==> config.mk <==
export PLATFORM = sky130hd
export DESIGN_NAME = sorted_list_table_engine_flat
export DESIGN_NICKNAME = d
export VERILOG_FILES = /design/src/slte_pkg.sv /design/src/slte_req_if.sv /design/src/slte_rsp_if.sv /design/src/slte_ram.sv /design/src/slte_datapath.sv /design/src/slte_controller.sv /design/src/sorted_list_table_engine.sv /design/src/flat_wrapper.sv
export VERILOG_INCLUDE_DIRS = /design/src /design/src/src
export SDC_FILE = /design/constraint.sdc
export NUM_CORES = 1
export LEC_CHECK = 0
export ABC_AREA = 0
export BUFFER_PORTS_ARGS = -buffer_cell sky130_fd_sc_hd__buf_2
export CORE_ASPECT_RATIO = 0.8
export CORE_UTILIZATION = 55
export CTS_CLUSTER_SIZE = 28
export DETAILED_ROUTE_END_ITERATION = 8
export HOLD_SLACK_MARGIN = 0.05
export PLACE_DENSITY_LB_ADDON = 0.12
export SLEW_MARGIN = 25
export SYNTH_ARGS = -nofsm -noshare
export SYNTH_HDL_FRONTEND = slang
export SYNTH_HIERARCHICAL = 1
export SYNTH_SLANG_ARGS = --single-unit
export TNS_END_PERCENT = 1
==> constraint.sdc <==
create_clock -name clock -period 5.4 [get_ports clock]
set_input_delay 0.27 -clock clock [delete_from_list [all_inputs] [get_ports clock]]
set_output_delay 0.27 -clock clock [all_outputs]
set_load 0.02 [all_outputs]
==> src/assert_macros.svh <==
// ----------------------------------------------------------------------------
// Assertion macros for the sorted list table engine
// Implication checks, same cycle and next cycle, with reset masking.
// ----------------------------------------------------------------------------
`ifndef ASSERT_MACROS_SVH
`define ASSERT_MACROS_SVH

// consequent must hold in the same cycle as the antecedent
`define ASSERT_IMPL(lbl, clk, rst, ante, cons) \
   lbl: assert property (@(posedge clk) disable iff (rst) (ante) |-> (cons)) \
      else $error("assertion failed: same-cycle implication");

// consequent must hold in the cycle after the antecedent
`define ASSERT_NEXT(lbl, clk, rst, ante, cons) \
   lbl: assert property (@(posedge clk) disable iff (rst) (ante) |=> (cons)) \
      else $error("assertion failed: next-cycle implication");

`endif

==> src/slte_pkg.sv <==
`timescale 1ns / 1ps
// ----------------------------------------------------------------------------
// slte_pkg
// Shared sizes, codes and controller/datapath command types.
// ----------------------------------------------------------------------------
package slte_pkg;

   localparam int DEPTH    = 16;
   localparam int IDX_W    = $clog2(DEPTH);
   localparam int CNT_W    = $clog2(DEPTH + 1);
   localparam int VALUE_W  = 32;
   localparam int MODE_W   = 3;
   localparam int STATUS_W = 2;

   typedef logic signed [VALUE_W-1:0] value_type;

   localparam logic [MODE_W-1:0] MODE_INSERT = 3'd0;
   localparam logic [MODE_W-1:0] MODE_REMOVE = 3'd1;
   localparam logic [MODE_W-1:0] MODE_SEARCH = 3'd2;
   localparam logic [MODE_W-1:0] MODE_CLEAR  = 3'd3;
   localparam logic [MODE_W-1:0] MODE_DUMP   = 3'd4;

   localparam logic [STATUS_W-1:0] ST_DONE      = 2'd0;
   localparam logic [STATUS_W-1:0] ST_FULL      = 2'd1;
   localparam logic [STATUS_W-1:0] ST_NOT_FOUND = 2'd2;
   localparam logic [STATUS_W-1:0] ST_EMPTY     = 2'd3;

   typedef enum logic [2:0] {
      PTR_HOLD,
      PTR_ZERO,
      PTR_TOP,
      PTR_INC,
      PTR_DEC
   } ptr_op_type;

   typedef enum logic [2:0] {
      WR_NONE,
      WR_VAL_UP,
      WR_DOUT_UP,
      WR_VAL_HEAD,
      WR_COMPACT
   } wr_op_type;

   typedef enum logic [1:0] {
      CNT_HOLD,
      CNT_INC,
      CNT_CLEAR,
      CNT_COMPACT
   } cnt_op_type;

   typedef enum logic [1:0] {
      OUT_NONE,
      OUT_SINGLE,
      OUT_DUMP
   } out_op_type;

   typedef struct packed {
      logic                load;
      ptr_op_type          ptr_op;
      logic                rd_en;
      wr_op_type           wr_op;
      cnt_op_type          cnt_op;
      logic                hit_clr;
      logic                hit_upd;
      out_op_type          out_op;
      logic [STATUS_W-1:0] out_status;
      logic                out_found;
   } cmd_type;

   typedef struct packed {
      logic count_zero;
      logic count_full;
      logic at_last;
      logic ptr_zero;
      logic dout_le;
      logic dout_eq;
      logic hit;
      logic slot_free;
   } stat_type;

endpackage

==> src/slte_req_if.sv <==
`timescale 1ns / 1ps
// ----------------------------------------------------------------------------
// slte_req_if
// Request channel: operation code and operand value.
// ----------------------------------------------------------------------------
interface slte_req_if import slte_pkg::*; ();
   logic              valid;
   logic              ready;
   logic [MODE_W-1:0] mode;
   value_type         item_value;

   modport source (output valid, output mode, output item_value, input ready);
   modport sink   (input valid, input mode, input item_value, output ready);
endinterface

==> src/slte_rsp_if.sv <==
`timescale 1ns / 1ps
// ----------------------------------------------------------------------------
// slte_rsp_if
// Response channel: status, search flag, dump entry, count and last mark.
// ----------------------------------------------------------------------------
interface slte_rsp_if import slte_pkg::*; ();
   logic                valid;
   logic                ready;
   logic [STATUS_W-1:0] status;
   logic                found;
   value_type           entry_value;
   logic [CNT_W-1:0]    entry_count;
   logic                last;

   modport source (output valid, output status, output found, output entry_value,
                   output entry_count, output last, input ready);
   modport sink   (input valid, input status, input found, input entry_value,
                   input entry_count, input last, output ready);
endinterface

==> src/slte_ram.sv <==
`timescale 1ns / 1ps
// ----------------------------------------------------------------------------
// slte_ram
// Generic single-write, single-read RAM with registered read data.
// ----------------------------------------------------------------------------
module slte_ram #(
   parameter int WIDTH = 32,
   parameter int DEPTH = 16
) (
   input  logic                     clock,
   input  logic                     wr_en,
   input  logic [$clog2(DEPTH)-1:0] wr_addr,
   input  logic [WIDTH-1:0]         wr_data,
   input  logic                     rd_en,
   input  logic [$clog2(DEPTH)-1:0] rd_addr,
   output logic [WIDTH-1:0]         rd_data
);

   logic [WIDTH-1:0] mem_ff [DEPTH];
   logic [WIDTH-1:0] rd_data_ff;

   always_ff @(posedge clock) begin
      if (wr_en) begin
         mem_ff[wr_addr] <= wr_data;
      end
      // hold read data until the next read
      if (rd_en) begin
         rd_data_ff <= mem_ff[rd_addr];
      end
   end

   assign rd_data = rd_data_ff;

endmodule

==> src/slte_datapath.sv <==
`timescale 1ns / 1ps
// ----------------------------------------------------------------------------
// slte_datapath
// List store, pointers, entry count, match flag and response register.
// ----------------------------------------------------------------------------
module slte_datapath import slte_pkg::*; (
   input  logic                clock,
   input  logic                reset,
   input  cmd_type             cmd,
   output stat_type            stat,
   input  value_type           item_value,
   input  logic                rsp_ready,
   output logic                rsp_valid,
   output logic [STATUS_W-1:0] rsp_status,
   output logic                rsp_found,
   output value_type           rsp_entry_value,
   output logic [CNT_W-1:0]    rsp_entry_count,
   output logic                rsp_last
);

   value_type           value_ff, value_in;
   logic [IDX_W-1:0]    ptr_ff, ptr_in;
   logic [CNT_W-1:0]    wr_ptr_ff, wr_ptr_in;
   logic [CNT_W-1:0]    count_ff, count_in;
   logic                hit_ff, hit_in;
   logic                rsp_valid_ff, rsp_valid_in;
   logic [STATUS_W-1:0] rsp_status_ff, rsp_status_in;
   logic                rsp_found_ff, rsp_found_in;
   value_type           rsp_entry_ff, rsp_entry_in;
   logic [CNT_W-1:0]    rsp_count_ff, rsp_count_in;
   logic                rsp_last_ff, rsp_last_in;

   logic [CNT_W-1:0]    count_dec;
   logic [CNT_W-1:0]    ptr_ext;
   logic [IDX_W-1:0]    ptr_up;
   value_type           ram_dout;
   logic                ram_wr_en;
   logic [IDX_W-1:0]    ram_wr_addr;
   value_type           ram_wr_data;
   logic                at_last;
   logic                dout_eq;
   logic                slot_free;

   slte_ram #(
      .WIDTH (VALUE_W),
      .DEPTH (DEPTH)
   ) u_store (
      .clock   (clock),
      .wr_en   (ram_wr_en),
      .wr_addr (ram_wr_addr),
      .wr_data (ram_wr_data),
      .rd_en   (cmd.rd_en),
      .rd_addr (ptr_in),
      .rd_data (ram_dout)
   );

   assign count_dec = count_ff - CNT_W'(1);
   assign ptr_ext   = {{(CNT_W-IDX_W){1'b0}}, ptr_ff};
   assign ptr_up    = ptr_ff + IDX_W'(1);
   assign at_last   = (ptr_ext + CNT_W'(1)) == count_ff;
   assign dout_eq   = ram_dout == value_ff;
   assign slot_free = !rsp_valid_ff || rsp_ready;

   always_comb begin
      stat.count_zero = count_ff == '0;
      stat.count_full = count_ff == CNT_W'(DEPTH);
      stat.at_last    = at_last;
      stat.ptr_zero   = ptr_ff == '0;
      stat.dout_le    = ram_dout <= value_ff;
      stat.dout_eq    = dout_eq;
      stat.hit        = hit_ff;
      stat.slot_free  = slot_free;
   end

   // pointer and store write port
   always_comb begin
      value_in  = cmd.load ? item_value : value_ff;
      wr_ptr_in = wr_ptr_ff;
      case (cmd.ptr_op)
         PTR_HOLD: ptr_in = ptr_ff;
         PTR_ZERO: begin
            ptr_in    = '0;
            wr_ptr_in = '0;
         end
         PTR_TOP:  ptr_in = count_dec[IDX_W-1:0];
         PTR_INC:  ptr_in = ptr_up;
         PTR_DEC:  ptr_in = ptr_ff - IDX_W'(1);
         default:  ptr_in = ptr_ff;
      endcase

      ram_wr_en   = 1'b0;
      ram_wr_addr = ptr_up;
      ram_wr_data = value_ff;
      case (cmd.wr_op)
         WR_NONE: ;
         WR_VAL_UP: ram_wr_en = 1'b1;
         WR_DOUT_UP: begin
            ram_wr_en   = 1'b1;
            ram_wr_data = ram_dout;
         end
         WR_VAL_HEAD: begin
            ram_wr_en   = 1'b1;
            ram_wr_addr = '0;
         end
         WR_COMPACT: begin
            // keep entries that do not match, close the gap
            ram_wr_en   = !dout_eq;
            ram_wr_addr = wr_ptr_ff[IDX_W-1:0];
            ram_wr_data = ram_dout;
            if (!dout_eq) begin
               wr_ptr_in = wr_ptr_ff + CNT_W'(1);
            end
         end
         default: ;
      endcase

      case (cmd.cnt_op)
         CNT_HOLD:    count_in = count_ff;
         CNT_INC:     count_in = count_ff + CNT_W'(1);
         CNT_CLEAR:   count_in = '0;
         CNT_COMPACT: count_in = wr_ptr_ff + {{(CNT_W-1){1'b0}}, !dout_eq};
         default:     count_in = count_ff;
      endcase

      if (cmd.hit_clr) begin
         hit_in = 1'b0;
      end else if (cmd.hit_upd) begin
         hit_in = hit_ff || dout_eq;
      end else begin
         hit_in = hit_ff;
      end
   end

   // response register
   always_comb begin
      rsp_valid_in  = rsp_valid_ff && !rsp_ready;
      rsp_status_in = rsp_status_ff;
      rsp_found_in  = rsp_found_ff;
      rsp_entry_in  = rsp_entry_ff;
      rsp_count_in  = rsp_count_ff;
      rsp_last_in   = rsp_last_ff;
      case (cmd.out_op)
         OUT_NONE: ;
         OUT_SINGLE: begin
            rsp_valid_in  = 1'b1;
            rsp_status_in = cmd.out_status;
            rsp_found_in  = cmd.out_found && hit_ff;
            rsp_entry_in  = '0;
            rsp_count_in  = count_ff;
            rsp_last_in   = 1'b1;
         end
         OUT_DUMP: begin
            rsp_valid_in  = 1'b1;
            rsp_status_in = ST_DONE;
            rsp_found_in  = 1'b0;
            rsp_entry_in  = ram_dout;
            rsp_count_in  = count_ff;
            rsp_last_in   = at_last;
         end
         default: ;
      endcase
   end

   always_ff @(posedge clock) begin
      if (reset) begin
         count_ff     <= '0;
         hit_ff       <= 1'b0;
         rsp_valid_ff <= 1'b0;
      end else begin
         count_ff     <= count_in;
         hit_ff       <= hit_in;
         rsp_valid_ff <= rsp_valid_in;
      end
      value_ff      <= value_in;
      ptr_ff        <= ptr_in;
      wr_ptr_ff     <= wr_ptr_in;
      rsp_status_ff <= rsp_status_in;
      rsp_found_ff  <= rsp_found_in;
      rsp_entry_ff  <= rsp_entry_in;
      rsp_count_ff  <= rsp_count_in;
      rsp_last_ff   <= rsp_last_in;
   end

   assign rsp_valid       = rsp_valid_ff;
   assign rsp_status      = rsp_status_ff;
   assign rsp_found       = rsp_found_ff;
   assign rsp_entry_value = rsp_entry_ff;
   assign rsp_entry_count = rsp_count_ff;
   assign rsp_last        = rsp_last_ff;

endmodule

==> src/slte_controller.sv <==
`timescale 1ns / 1ps
// ----------------------------------------------------------------------------
// slte_controller
// Request sequencer: decodes the operation and steps the store walks.
// ----------------------------------------------------------------------------
module slte_controller import slte_pkg::*; (
   input  logic              clock,
   input  logic              reset,
   input  logic              req_valid,
   output logic              req_ready,
   input  logic [MODE_W-1:0] req_mode,
   input  stat_type          stat,
   output cmd_type           cmd
);

   typedef enum logic [3:0] {
      S_IDLE,
      S_DISPATCH,
      S_INS_WALK,
      S_INS_HEAD,
      S_RM_WALK,
      S_SR_WALK,
      S_DUMP,
      S_RESULT,
      S_RM_RESULT
   } state_type;

   state_type           state_ff, state_in;
   logic [MODE_W-1:0]   mode_ff, mode_in;
   logic [STATUS_W-1:0] res_status_ff, res_status_in;
   logic                res_found_ff, res_found_in;

   always_comb begin
      state_in      = state_ff;
      mode_in       = mode_ff;
      res_status_in = res_status_ff;
      res_found_in  = res_found_ff;
      req_ready     = 1'b0;

      cmd            = '0;
      cmd.ptr_op     = PTR_HOLD;
      cmd.wr_op      = WR_NONE;
      cmd.cnt_op     = CNT_HOLD;
      cmd.out_op     = OUT_NONE;
      cmd.out_status = ST_DONE;

      case (state_ff)
         S_IDLE: begin
            req_ready = 1'b1;
            if (req_valid) begin
               cmd.load = 1'b1;
               mode_in  = req_mode;
               state_in = S_DISPATCH;
            end
         end

         S_DISPATCH: begin
            res_status_in = ST_DONE;
            res_found_in  = 1'b0;
            state_in      = S_RESULT;
            case (mode_ff)
               MODE_INSERT: begin
                  if (stat.count_full) begin
                     res_status_in = ST_FULL;
                  end else if (stat.count_zero) begin
                     cmd.wr_op  = WR_VAL_HEAD;
                     cmd.cnt_op = CNT_INC;
                  end else begin
                     // walk down from the top entry
                     cmd.ptr_op = PTR_TOP;
                     cmd.rd_en  = 1'b1;
                     state_in   = S_INS_WALK;
                  end
               end
               MODE_REMOVE: begin
                  cmd.hit_clr = 1'b1;
                  if (stat.count_zero) begin
                     state_in = S_RM_RESULT;
                  end else begin
                     cmd.ptr_op = PTR_ZERO;
                     cmd.rd_en  = 1'b1;
                     state_in   = S_RM_WALK;
                  end
               end
               MODE_SEARCH: begin
                  cmd.hit_clr  = 1'b1;
                  res_found_in = 1'b1;
                  if (!stat.count_zero) begin
                     cmd.ptr_op = PTR_ZERO;
                     cmd.rd_en  = 1'b1;
                     state_in   = S_SR_WALK;
                  end
               end
               MODE_CLEAR: cmd.cnt_op = CNT_CLEAR;
               MODE_DUMP: begin
                  if (stat.count_zero) begin
                     res_status_in = ST_EMPTY;
                  end else begin
                     cmd.ptr_op = PTR_ZERO;
                     cmd.rd_en  = 1'b1;
                     state_in   = S_DUMP;
                  end
               end
               default: ;
            endcase
         end

         S_INS_WALK: begin
            if (stat.dout_le) begin
               // drop the new value in above the first entry not larger
               cmd.wr_op  = WR_VAL_UP;
               cmd.cnt_op = CNT_INC;
               state_in   = S_RESULT;
            end else begin
               cmd.wr_op = WR_DOUT_UP;
               if (stat.ptr_zero) begin
                  state_in = S_INS_HEAD;
               end else begin
                  cmd.ptr_op = PTR_DEC;
                  cmd.rd_en  = 1'b1;
               end
            end
         end

         S_INS_HEAD: begin
            cmd.wr_op  = WR_VAL_HEAD;
            cmd.cnt_op = CNT_INC;
            state_in   = S_RESULT;
         end

         S_RM_WALK: begin
            cmd.hit_upd = 1'b1;
            cmd.wr_op   = WR_COMPACT;
            if (stat.at_last) begin
               cmd.cnt_op = CNT_COMPACT;
               state_in   = S_RM_RESULT;
            end else begin
               cmd.ptr_op = PTR_INC;
               cmd.rd_en  = 1'b1;
            end
         end

         S_SR_WALK: begin
            cmd.hit_upd = 1'b1;
            if (stat.at_last) begin
               state_in = S_RESULT;
            end else begin
               cmd.ptr_op = PTR_INC;
               cmd.rd_en  = 1'b1;
            end
         end

         S_DUMP: begin
            if (stat.slot_free) begin
               cmd.out_op = OUT_DUMP;
               if (stat.at_last) begin
                  state_in = S_IDLE;
               end else begin
                  cmd.ptr_op = PTR_INC;
                  cmd.rd_en  = 1'b1;
               end
            end
         end

         S_RESULT: begin
            if (stat.slot_free) begin
               cmd.out_op     = OUT_SINGLE;
               cmd.out_status = res_status_ff;
               cmd.out_found  = res_found_ff;
               state_in       = S_IDLE;
            end
         end

         S_RM_RESULT: begin
            if (stat.slot_free) begin
               cmd.out_op     = OUT_SINGLE;
               cmd.out_status = stat.hit ? ST_DONE : ST_NOT_FOUND;
               state_in       = S_IDLE;
            end
         end

         default: state_in = S_IDLE;
      endcase
   end

   always_ff @(posedge clock) begin
      if (reset) begin
         state_ff      <= S_IDLE;
         mode_ff       <= MODE_INSERT;
         res_status_ff <= ST_DONE;
         res_found_ff  <= 1'b0;
      end else begin
         state_ff      <= state_in;
         mode_ff       <= mode_in;
         res_status_ff <= res_status_in;
         res_found_ff  <= res_found_in;
      end
   end

endmodule

==> src/sorted_list_table_engine.sv <==
`timescale 1ns / 1ps
// ----------------------------------------------------------------------------
// sorted_list_table_engine
// Ascending list of signed 32-bit values with insert, remove, search, clear
// and dump requests.
// ----------------------------------------------------------------------------
//
//  channel  | dir | handshake           | item
//  ---------+-----+---------------------+-------------------------------------
//  req_ch   | in  | valid / ready       | mode, item_value
//  rsp_ch   | out | valid / ready       | status, found, entry_value,
//           |     |                     | entry_count, last
//
//  One request at a time. Insert, remove and search walk the list through the
//  single store read port, one entry per cycle. A dump gives one item per
//  cycle while rsp_ch.ready stays high. Reset is synchronous; the entry count
//  resets to zero and the store is not cleared, so no clearing pass runs. A
//  stalled response holds in the output register; the next request is taken
//  while it waits.
//
`include "assert_macros.svh"

module sorted_list_table_engine import slte_pkg::*; (
   input logic         clock,
   input logic         reset,
   slte_req_if.sink    req_ch,
   slte_rsp_if.source  rsp_ch
);

   cmd_type  cmd;
   stat_type stat;

   // sequencer: decodes the request and drives the walks
   slte_controller u_ctrl (
      .clock     (clock),
      .reset     (reset),
      .req_valid (req_ch.valid),
      .req_ready (req_ch.ready),
      .req_mode  (req_ch.mode),
      .stat      (stat),
      .cmd       (cmd)
   );

   // store, pointers, count and response register
   slte_datapath u_dp (
      .clock           (clock),
      .reset           (reset),
      .cmd             (cmd),
      .stat            (stat),
      .item_value      (req_ch.item_value),
      .rsp_ready       (rsp_ch.ready),
      .rsp_valid       (rsp_ch.valid),
      .rsp_status      (rsp_ch.status),
      .rsp_found       (rsp_ch.found),
      .rsp_entry_value (rsp_ch.entry_value),
      .rsp_entry_count (rsp_ch.entry_count),
      .rsp_last        (rsp_ch.last)
   );

   // the block is busy in the cycle after it takes a request
   `ASSERT_NEXT(a_busy_after_accept, clock, reset, req_ch.valid && req_ch.ready, !req_ch.ready)
   // a response is only loaded when the output register can take it
   `ASSERT_IMPL(a_load_into_free_slot, clock, reset, cmd.out_op != OUT_NONE, stat.slot_free)
   // empty-list dump: one final item with zero count
   `ASSERT_IMPL(a_empty_dump, clock, reset, rsp_ch.valid && rsp_ch.status == ST_EMPTY, rsp_ch.last && rsp_ch.entry_count == '0)
   // a search hit is a single completed item
   `ASSERT_IMPL(a_found_done, clock, reset, rsp_ch.valid && rsp_ch.found, rsp_ch.status == ST_DONE && rsp_ch.last)

endmodule

==> src/flat_wrapper.sv <==
// flat-port wrapper written by rule: the top's interface ports become plain ports
module sorted_list_table_engine_flat import slte_pkg::*;
  (clock, reset, req_ch_valid, req_ch_mode, req_ch_item_value, req_ch_ready, rsp_ch_valid, rsp_ch_status, rsp_ch_found, rsp_ch_entry_value, rsp_ch_entry_count, rsp_ch_last, rsp_ch_ready);
  slte_req_if req_ch_i ();
  slte_rsp_if rsp_ch_i ();
  input logic clock;
  input logic reset;
  input wire logic [$bits(req_ch_i.valid)-1:0] req_ch_valid;
  input wire logic [$bits(req_ch_i.mode)-1:0] req_ch_mode;
  input wire logic [$bits(req_ch_i.item_value)-1:0] req_ch_item_value;
  output wire logic [$bits(req_ch_i.ready)-1:0] req_ch_ready;
  output wire logic [$bits(rsp_ch_i.valid)-1:0] rsp_ch_valid;
  output wire logic [$bits(rsp_ch_i.status)-1:0] rsp_ch_status;
  output wire logic [$bits(rsp_ch_i.found)-1:0] rsp_ch_found;
  output wire logic [$bits(rsp_ch_i.entry_value)-1:0] rsp_ch_entry_value;
  output wire logic [$bits(rsp_ch_i.entry_count)-1:0] rsp_ch_entry_count;
  output wire logic [$bits(rsp_ch_i.last)-1:0] rsp_ch_last;
  input wire logic [$bits(rsp_ch_i.ready)-1:0] rsp_ch_ready;
  assign req_ch_i.valid = req_ch_valid;
  assign req_ch_i.mode = req_ch_mode;
  assign req_ch_i.item_value = req_ch_item_value;
  assign req_ch_ready = req_ch_i.ready;
  assign rsp_ch_valid = rsp_ch_i.valid;
  assign rsp_ch_status = rsp_ch_i.status;
  assign rsp_ch_found = rsp_ch_i.found;
  assign rsp_ch_entry_value = rsp_ch_i.entry_value;
  assign rsp_ch_entry_count = rsp_ch_i.entry_count;
  assign rsp_ch_last = rsp_ch_i.last;
  assign rsp_ch_i.ready = rsp_ch_ready;
  sorted_list_table_engine u_core (.clock(clock), .reset(reset), .req_ch(req_ch_i), .rsp_ch(rsp_ch_i));
endmodule
==> summary.txt <==
status: finished, final reports clean
critical path, cell by cell: ha_1, nand4_2, buf_4, nor2_2, a221oi_4, a31oi_4, o211a_1, nor2_1, nand2b_1, or4_4, inv_1, nor3b_4, buf_4, a21oi_1, ha_1, nor3_2, a211o_4, buf_12, buf_12, buf_12, mux4_2, a22oi_1, nand2_1
Layout area overhead: 21.1%
Worst Path Arrival: 5.55 ns
syn avg cell area: 18.1 um2
leakage power: 0.0109 uW
CTS Sinks: 643
Max rail drop VDD: 375 uV
Antenna Cells: 0
setup violators final: 0
R2R setup slack: 0.20 ns
CTS tree: done
share of cells above drive strength 1: 30.4%
Core Util, Final: 68.1%
Detailed Place HPWL: 37300 um
type of origin of the critical path: flop
worst clock skew: 0.0215 ns
Worst path max stage delay: 0.48 ns
H-tree levels: 2
synthesized netlist cell count: 1436
first-pass GRT wire length: 93100 um
GRT Overall Usage: 26.8%
WS Path Type: reg -> reg
Synth Cell Area: 25900 um2
Ys Warns: 6
clock buffer depth: 3
Final period util: 96.2%
Worst Hold Class: in -> reg
Final nets: 1812
syn_nets: 1516
largest net degree at the start of global routing: 64
Worst-Skew Late Latency: 0.63 ns
port bufs: 81
Peak Freq: 192 MHz
total CTS buffers: 59
Fillers: 3005
Vias per Instance: 6.06
DR iter-0 viols: 1691
Post-DRT Antenna Nets: 0
pwr dens: 731 nW/um2
Least-Margin Pin Slew: 0.902 ns
wire per inst: 26.3 um
crit end category: flop
gr ovfl total: 0
Hold Violations, Final: 0
Worst path most repeated cell: buf_12
Vias: 14519
drt drc: 0
number of global-route vias before repair: 14512
final WL: 63100 um
initial antenna violation count: 0
FP Rows: 70
top fanout value on the critical path: 15
height of the die: 196 um
Die X: 245 um
Sum Neg Setup Slack: 0 ns
CTS root buffer: clkbuf_16
Worst EP required: 5.76 ns
die area: 48100 um2
Worst path slowest cell: edfxtp_1
IO Pins: 82
Slew HR: 39.4%
TritonRoute pass-1 iters: 5
most frequent cells in the layout: edfxtp_1, buf_4, mux4_2
Initial Utilization: 56.2%
MaxCap Viol Count: 0
core area: 46200 um2
RD Place Congestion: 0.864
clk slew on worst S/H paths: 0.07 ns
Tmin final: 5.20 ns
RSZ-0062 raised after global routing: no
commonest non-fill, non-tap cell in the layout: edfxtp_1
Min Hold Slack: 0.0780 ns
Pins Over Slew Limit: 0
==> report_power, final <==
group / total [uW] / internal [uW] / switching [uW]
Sequential: 8360 / 7960 / 400
Combinational: 10400 / 4540 / 5830
Clock: 4240 / 2400 / 1840
Total: 23000 / 14900 / 8070
==> area by class of cell <==
type / instances / area [um2] / share of cell area, %
timing repair buffer: 309 / 2820 / 8.96
clock buffer: 68 / 1510 / 4.81
clock inverter: 43 / 454 / 1.45
tap: 612 / 766 / 2.44
sequential: 643 / 19000 / 60.6
inverter: 50 / 191 / 0.609
multi-input combinational: 669 / 6630 / 21.1
==> repair_timing <==
action | in CTS | in global routing
endpoints found under the hold margin | 45 | 0
gates resized for setup | 6 | 14
hold buffers | 39 | 0
pin swaps | 1 | 2
setup buffers | 5 | 7
cloned | 2 | 2
endpoints found under the setup margin | 32 | 32
==> worst paths after layout <==
| path | start | end | cells after the start |
|---|---|---|---|
| setup reg to reg | u_core/u_dp/u_store/rd_data[13] | u_core/u_dp/u_store/rd_data[17] | 23 |
| hold / removal | rsp_ch_ready | u_core/u_dp/rsp_valid | 3 |
| setup / recovery | u_core/u_dp/u_store/rd_data[13] | u_core/u_dp/u_store/rd_data[17] | 23 |
| hold reg to reg | u_core/u_ctrl/res_status_ff[0] | u_core/u_ctrl/res_status_ff[0] | 2 |
==> routing by layer <==
| layer | wire length (um) | track usage [%] | part of all wire (%) | up-vias |
|---|---|---|---|---|
| li1 | - | - | - | 6317 |
| met1 | 27400 | 39.7 | 43 | 7554 |
| met2 | 30200 | 42.3 | 48 | 553 |
| met3 | 4160 | 3.58 | 6.6 | 95 |
| met4 | 1330 | 7.18 | 2.1 | 0 |
| met5 | 0 | 0 | 0 | - |
==> stage by stage <==
step                instance area, um2  instances  setup slack (ns)  total power (uW)
finish                           31400       2394             0.203             23000
global route                     31400       2394            0.0183             24000
CTS                              31200       2385            0.0488             22700
detailed placement               28700       2228            -0.665             18200
global placement                 28700       2228            -0.570             18000
floorplan                        26000       1436           -0.0612             14000
==> flip-flops by register name, indices dropped and copies added, names as in the netlist, 3 cells and up <==
signal                       cells
u_core/u_ctrl/state_ff           4
u_core/u_dp/wr_ptr_ff            5
u_core/u_dp/rsp_entry_value     32
u_core/u_dp/rsp_entry_count      5
u_core/u_dp/u_store/mem_ff     512
u_core/u_dp/value_ff            32
u_core/u_dp/u_store/rd_data     32
u_core/u_ctrl/mode_ff            3
u_core/u_dp/ptr_ff               4
u_core/u_dp/count_ff             5
==> worst max-delay path: cells and delay by family, from the launching register on <==
family,cells,cell delay (ns)
AO/OA/AOI/OAI,6,1.12
adder cells (fa/ha/maj),2,0.65
flip-flops,1,0.48
buffers and inverters,6,0.91
multiplexers,1,0.29
AND/OR/NAND/NOR,8,1.44
Note: power is estimated with default switching activity, not from simulation.
